$ cat src/design/sbbf_pkg.sv
`default_nettype none

package sbbf_pkg;

    localparam int SBBF_LOG2_MAX_BLOCKS = 12;
    localparam int SBBF_WORDS_PER_BLOCK = 8;
    localparam int SBBF_WORD_BITS       = 32;
    localparam int SBBF_SALT_SHIFT      = 27;
    localparam int SBBF_BITPOS_BITS     = 5;
    localparam int SBBF_QUEUE_DEPTH     = 2;
    localparam int SBBF_CFG_BITS        = 4;
    localparam logic [SBBF_CFG_BITS-1:0] SBBF_CFG_RESET = 4'd12;

    // word 0 salt in the lowest bits
    localparam logic [SBBF_WORDS_PER_BLOCK-1:0][SBBF_WORD_BITS-1:0] SBBF_SALT = {
        32'h5c6bfb31, 32'h9efc4947, 32'h2df1424b, 32'h705495c7,
        32'ha2b7289d, 32'h8824ad5b, 32'h44974d91, 32'h47b6137b
    };

    typedef enum logic [1:0] {
        OP_INSERT_HASH = 2'd0,
        OP_QUERY_HASH  = 2'd1,
        OP_INSERT_KEY  = 2'd2,
        OP_QUERY_KEY   = 2'd3
    } t_op;

    typedef struct packed {
        logic                                                   query;
        logic [SBBF_WORDS_PER_BLOCK-1:0][SBBF_BITPOS_BITS-1:0] bitpos;
    } t_cmd;

    typedef enum logic [2:0] {
        F_IDLE,
        F_MUL,
        F_FOLD,
        F_SALT,
        F_PUSH
    } t_front_state;

    typedef enum logic [1:0] {
        B_CLEAR,
        B_IDLE,
        B_READ
    } t_back_state;

endpackage

`default_nettype wire

$ cat src/design/sbbf_queue.sv
`default_nettype none

module sbbf_queue #(
    parameter int WIDTH = 8
) (
    input  wire logic             i_clk,
    input  wire logic             i_rst_n,
    input  wire logic             i_push,
    input  wire logic [WIDTH-1:0] i_push_data,
    output logic                  o_full,
    input  wire logic             i_pop,
    output logic                  o_valid,
    output logic [WIDTH-1:0]      o_data
);

    localparam int Depth  = sbbf_pkg::SBBF_QUEUE_DEPTH;
    localparam int PtrW   = (Depth > 1) ? $clog2(Depth) : 1;
    localparam int CountW = $clog2(Depth + 1);

    logic [WIDTH-1:0]  r_entry [Depth];
    logic [PtrW-1:0]   r_wr_ptr;
    logic [PtrW-1:0]   r_rd_ptr;
    logic [CountW-1:0] r_count;
    logic [PtrW-1:0]   n_wr_ptr;
    logic [PtrW-1:0]   n_rd_ptr;
    logic [CountW-1:0] n_count;
    logic              do_push;
    logic              do_pop;

    assign o_full  = (r_count == CountW'(Depth));
    assign o_valid = (r_count != '0);
    assign o_data  = r_entry[r_rd_ptr];
    assign do_push = i_push && !o_full;
    assign do_pop  = i_pop && o_valid;

    always_comb begin
        n_wr_ptr = r_wr_ptr;
        n_rd_ptr = r_rd_ptr;
        n_count  = r_count;
        if (do_push) begin
            n_wr_ptr = (r_wr_ptr == PtrW'(Depth - 1)) ? '0 : r_wr_ptr + 1'b1;
        end
        if (do_pop) begin
            n_rd_ptr = (r_rd_ptr == PtrW'(Depth - 1)) ? '0 : r_rd_ptr + 1'b1;
        end
        if (do_push && !do_pop) begin
            n_count = r_count + 1'b1;
        end else if (do_pop && !do_push) begin
            n_count = r_count - 1'b1;
        end
    end

    always_ff @(posedge i_clk) begin
        if (!i_rst_n) begin
            r_wr_ptr <= '0;
            r_rd_ptr <= '0;
            r_count  <= '0;
        end else begin
            r_wr_ptr <= n_wr_ptr;
            r_rd_ptr <= n_rd_ptr;
            r_count  <= n_count;
        end
    end

    always_ff @(posedge i_clk) begin
        if (do_push) begin
            r_entry[r_wr_ptr] <= i_push_data;
        end
    end

endmodule

`default_nettype wire

$ cat config.mk
export PLATFORM = sky130hd
export DESIGN_NAME = sbbf_queue
export DESIGN_NICKNAME = d
export VERILOG_FILES = /design/src/design/sbbf_pkg.sv /design/src/design/sbbf_queue.sv
export SDC_FILE = /design/constraint.sdc
export NUM_CORES = 1
export LEC_CHECK = 0
export BUFFER_PORTS_ARGS = -buffer_cell sky130_fd_sc_hd__buf_2
export CAP_MARGIN = 25
export CORE_MARGIN = 10
export CORE_UTILIZATION = 46
export DETAILED_ROUTE_END_ITERATION = 12
export PLACE_DENSITY = 0.83
export SKIP_CTS_REPAIR_TIMING = 1
export SLEW_MARGIN = 10
export SYNTH_ARGS = -nofsm -noshare
export SYNTH_HDL_FRONTEND = slang
export SYNTH_SLANG_ARGS = --single-unit
$ cat constraint.sdc
create_clock -name i_clk -period 2.88 [get_ports i_clk]
set_clock_uncertainty 0.2 [all_clocks]
set_input_delay 0.576 -clock i_clk [delete_from_list [all_inputs] [get_ports i_clk]]
set_output_delay 0.576 -clock i_clk [all_outputs]
set_load 0.02 [all_outputs]
# ---- After elaboration in Yosys (flattened, before gate mapping)
# Memories as Yosys holds them, arrays and structs flattened. A register that Yosys moved wholly into a read port is not among the register bits.
# Cells that the tools add are included.
dict set report word_totals {
  memories 1
  elab_cells 26
  reg_bits 4
  output_inout_bits 10
  input_bits 12
  ramBits 16
}
dict set report op_classes {
  eq_ne 1
  n_mux 8
  n_addsub 4
  n_reduce_logical 9
}
# name words width rd rd_clocked_by_memory_dff write_ports line
set memory_table {}
lappend memory_table {r_entry 2 8 1 1 1 sbbf_queue.sv:20} ;# logic [WIDTH-1:0] r_entry [Depth];
# operator count
set op_table {}
lappend op_table {{1-bit two-way mux} 6}
lappend op_table {{1-bit logical AND} 4}
lappend op_table {{2-bit two-way mux} 2}
lappend op_table {{2-bit nonzero test} 2}
lappend op_table {{1-bit zero test} 3}
lappend op_table {{1-bit adder, second input constant} 2}
lappend op_table {{2-bit by 1-bit adder with 2-bit output, second input constant} 1}
lappend op_table {{2-bit equality test, second input constant} 1}
lappend op_table {{2-bit by 1-bit subtractor with 2-bit output, second input constant} 1}

# ---- Logic depth before layout (Yosys ltp)
dict set report depth {
  word_depth 7
  ltp_mapped 7
  depth_no_buf 7
}

# ---- Least setup slack after synthesis
# No wires, ideal clock.
dict set report synth_timing {
  path_type {register to register}
  start {register r_count[0]}
  end {register r_count[1]}
  setup_slack_ns 1.086
  t_required_ns 2.610
  n_path_buf 0
  arrival_time_ns 1.524
  period_less_slack_ns 1.794
  setup_ns 0.070
  stages_incl_launch_ff 7
  path_cell_list {dfxtp_1 > nand2b_1 > inv_1 > nor2_1 > ha_1 > or3_1 > a21oi_1}
}
dict set report synth_between {
  elab_chain_len 6
  word_cells_on_any_way 14
  classes_between {add/sub: 2; eq/ne: 1; mux: 2; reduce/logical: 9}
}
# element line
set synth_lines {}
lappend synth_lines {{start: declaration} sbbf_queue.sv:23} ;# logic [CountW-1:0] r_count;
lappend synth_lines {{start signal: assignment} sbbf_queue.sv:61} ;# r_count <= n_count;
lappend synth_lines {{2-bit equality test *} sbbf_queue.sv:30} ;# assign o_full = (r_count == CountW'(Depth));
lappend synth_lines {{via o_full} sbbf_queue.sv:10} ;# output logic o_full,
lappend synth_lines {{1-bit zero test *} sbbf_queue.sv:33} ;# assign do_push = i_push && !o_full;
lappend synth_lines {{1-bit logical AND *} sbbf_queue.sv:33}
lappend synth_lines {{1-bit zero test} sbbf_queue.sv:48} ;# end else if (do_pop && !do_push) begin
lappend synth_lines {{1-bit logical AND} sbbf_queue.sv:48}
lappend synth_lines {{2-bit nonzero test (no source line)} n/a}
# The timed path passes the listed nets; every way through them passes the cells marked *. The select of a mux whose other input is x is not followed.
# A chain may end at the register's enable or synchronous reset.

==> summary.md <==
| Metric | Value |
|---|---|
| Status | `finished, final reports clean` |
| Crit. End Element | `output pin` |
| DIE AREA | `3830 um2` |
| Largest net degree at the start of global routing | `13` |
| Place WS | `0.937 ns` |
| Multi-input logic area | `209 um2` |
| Most area-consuming cells after synthesis | `edfxtp_1 (60%), dfxtp_1 (12%), mux2_2 (11%)` |
| Layout cell share with drive strength beyond 1 | `0.467` |
| Max Slew Vio Count | `0` |
| Total congestion overflow | `0` |
| Vias | `459` |
| Root Driver | `clkbuf_4` |
| FMAX | `466 MHz` |
| Hold WC Path Type | `input pin to flop` |
| Hold Violations, Final | `0` |
| Initial Util | `0.477` |
| Setup crit end | `o_data[7]` |
| Synthesized net count | `64` |
| Max incr delay on CP | `0.54 ns` |
| Area share of the largest cell type after synthesis | `0.596` |
| Setup ws final | `0.736 ns` |
| Syn Std Cell Area | `806 um2` |
| Detail Placement HPWL | `1080 um` |
| CTS tree | `yes` |
| Cell Chain, Critical Path | `mux2_2 > buf_2` |
| Pre-Repair DR Iteration Count | `4` |
| Vias per cell | `4.99` |
| CP delay by family, top | `flip-flops` |
| Routed len/inst | `15.1 um` |
| Final setup fails | `0` |
| Startpoint type of the worst setup path | `flop` |
| Placed instance area | `927 um2` |
| Slew margin rel. | `0.543` |
| Worst Hold Slack | `0.262 ns` |
| Fin crit share | `0.744` |
| Worst-Margin Slew | `0.682 ns` |
| Number of synthesis warnings | `0` |
| R2R Path Start | `r_count[0]` |
| Fillers | `153` |
| Crit path max fanout | `8` |
| First-pass GRT wire length | `2210 um` |
| Largest area contributor in the netlist | `edfxtp_1` |
| WS Path Type | `flop to output pin` |
| H-Tree Depth | `1` |
| Reg-to-reg slack, setup | `1.08 ns` |
| Unrepaired setup endpoints after global routing | `no` |
| Worst endpoint data arrival time | `1.37 ns` |
| FP Rows | `15` |
| Clock sink total | `21` |
| P&R area growth vs syn | `18.5%` |
| Antenna cell count | `0` |
| Worst reg2reg path depth | `6` |
| DRC Markers | `0` |
| Power density over the cells | `889 nW/um2` |
| Setup tns final | `0 ns` |
| Max VDD drop | `0.000483 V` |
| Io pins | `22` |
| WP data required | `2.10 ns` |
| Number of synthesized register bits | `21` |
| FF+latch area | `581 um2` |
| Synth unique cells | `17` |
| Port bufs | `21` |
| Placer congestion estimate | `0.688` |
| Num CTS Buffers | `3` |
| Slowest CP cell | `dfxtp_1` |
| Initial antenna violation count | `0` |
| Register area share after synthesis | `0.720` |
| Nets@finish | `89` |
| Die width | `61.9 um` |
| Vias in the first global route | `521` |
| Core area | `1690 um2` |
| Cell count after synthesis | `51` |
| Latest clock arrival within the worst-skew pair | `0.30 ns` |
| Buf/Inv on CP | `1` |
| LEAKAGE | `0.395 nW` |
| CTS max path bufs | `2` |
| Overall Power | `848 uW` |
| Final WL | `1390 um` |
| CTS clk-pin slew, worst paths | `0.11 ns` |
| Cell depth of the worst setup path | `2` |
| Post-route cell area | `955 um2` |
| Die Y | `61.9 um` |
| Total track usage | `0.0793` |
| Reg-to-reg endpoint | `r_count[1]` |
| Remaining antenna violation count | `0` |
| Syn_area_per_cell | `15.8 um2` |
| 1st-iter DRT viols | `1` |
| Max cap viols | `0` |
| Minimum clock period | `2.14 ns` |
power by group:
group | leakage (nW) | internal [mW] | switching (mW)
sequential | 0.191 | 0.387 | 0.0387
combinational | 0.187 | 0.124 | 0.162
clock | 0.0177 | 0.0517 | 0.0852
logic make-up after synthesis:
kind of cell / after synthesis / synth area share
and+or+nand+nor: 9 / 0.0621
adders and majority gates: 1 / 0.0155
xor gates and xnor gates: 3 / 0.0326
buffers and inverters: 4 / 0.0202
muxes: 8 / 0.112
DFF: 21 / 0.721
AOI/OAI and AO/OA: 5 / 0.0373
cells in the final DEF, fill, tap and decap left out, drive strengths merged:
master   n
buf     21
edfxtp  16
mux2     8
dfxtp    5
nor2     4
inv      3
xor2     3
clkbuf   3
o21ai    2
or2      1
nand2b   1
and3     1
nor3     1
a21boi   1
o21a     1
or3      1
a21oi    1
ha       1
clkinv   1
final cells by class:
cell class | count | share of cell area
sequential | 21 | 0.608
multi-input combinational | 26 | 0.219
timing repair buffer | 21 | 0.110
clock buffer | 3 | 0.0236
tap | 17 | 0.0223
inverter | 3 | 0.0118
clock inverter | 1 | 0.00524
through the flow:
| step | util | std cells |
|---|---|---|
| floorplan | - | 51 |
| global placement | 0.549 | 88 |
| detailed placement | 0.549 | 88 |
| CTS | 0.565 | 92 |
| global route | 0.565 | 92 |
| finish | 0.565 | 92 |
cell usage after synthesis:
| cell type | number |
|---|---|
| dfxtp_1 | 5 |
| ha_1 | 1 |
| and3_1 | 1 |
| xor2_1 | 3 |
| a21boi_0 | 1 |
| or3_1 | 1 |
| o21ai_0 | 2 |
| nand2b_1 | 1 |
| edfxtp_1 | 16 |
| nor3_2 | 1 |
| a21oi_1 | 1 |
| inv_1 | 3 |
| mux2_2 | 8 |
| or2_2 | 1 |
| buf_2 | 1 |
| o21a_1 | 1 |
| nor2_1 | 4 |
worst register-to-register path, cell delays in order (launching register included):
cell and delay [ns]:
dfxtp_1 0.42, nand2b_1 0.16, inv_1 0.08, nor2_1 0.10, ha_1 0.26, or3_1 0.38, a21oi_1 0.14
registers in the layout, indices dropped and copies added (netlist names), named ones only:
register	flops
r_rd_ptr	1
r_wr_ptr	1
r_count	2
r_entry	16
how the worst min path moves through the flow:
stage                   start             to  slack, ns  depth (start not counted)
2_1_floorplan        r_rd_ptr           flop       0.27                          2
3_3_place_gp         r_rd_ptr       r_rd_ptr       0.28                          2
3_5_place_dp         r_rd_ptr       r_rd_ptr       0.31                          2
4_1_cts        i_push_data[3]  r_entry[0][3]       0.25                          1
5_1_grt        i_push_data[3]  r_entry[0][3]       0.24                          1
6_report       i_push_data[3]  r_entry[0][3]       0.26                          1
metal layers:
metal,share of wire,GRT usage,vias up
met5,0,0,-
met1,0.41,0.0795,210
met4,0.0050,0.0382,0
li1,-,-,232
met2,0.49,0.136,15
met3,0.089,0.0366,2
Note: power is estimated with default switching activity, not from simulation.
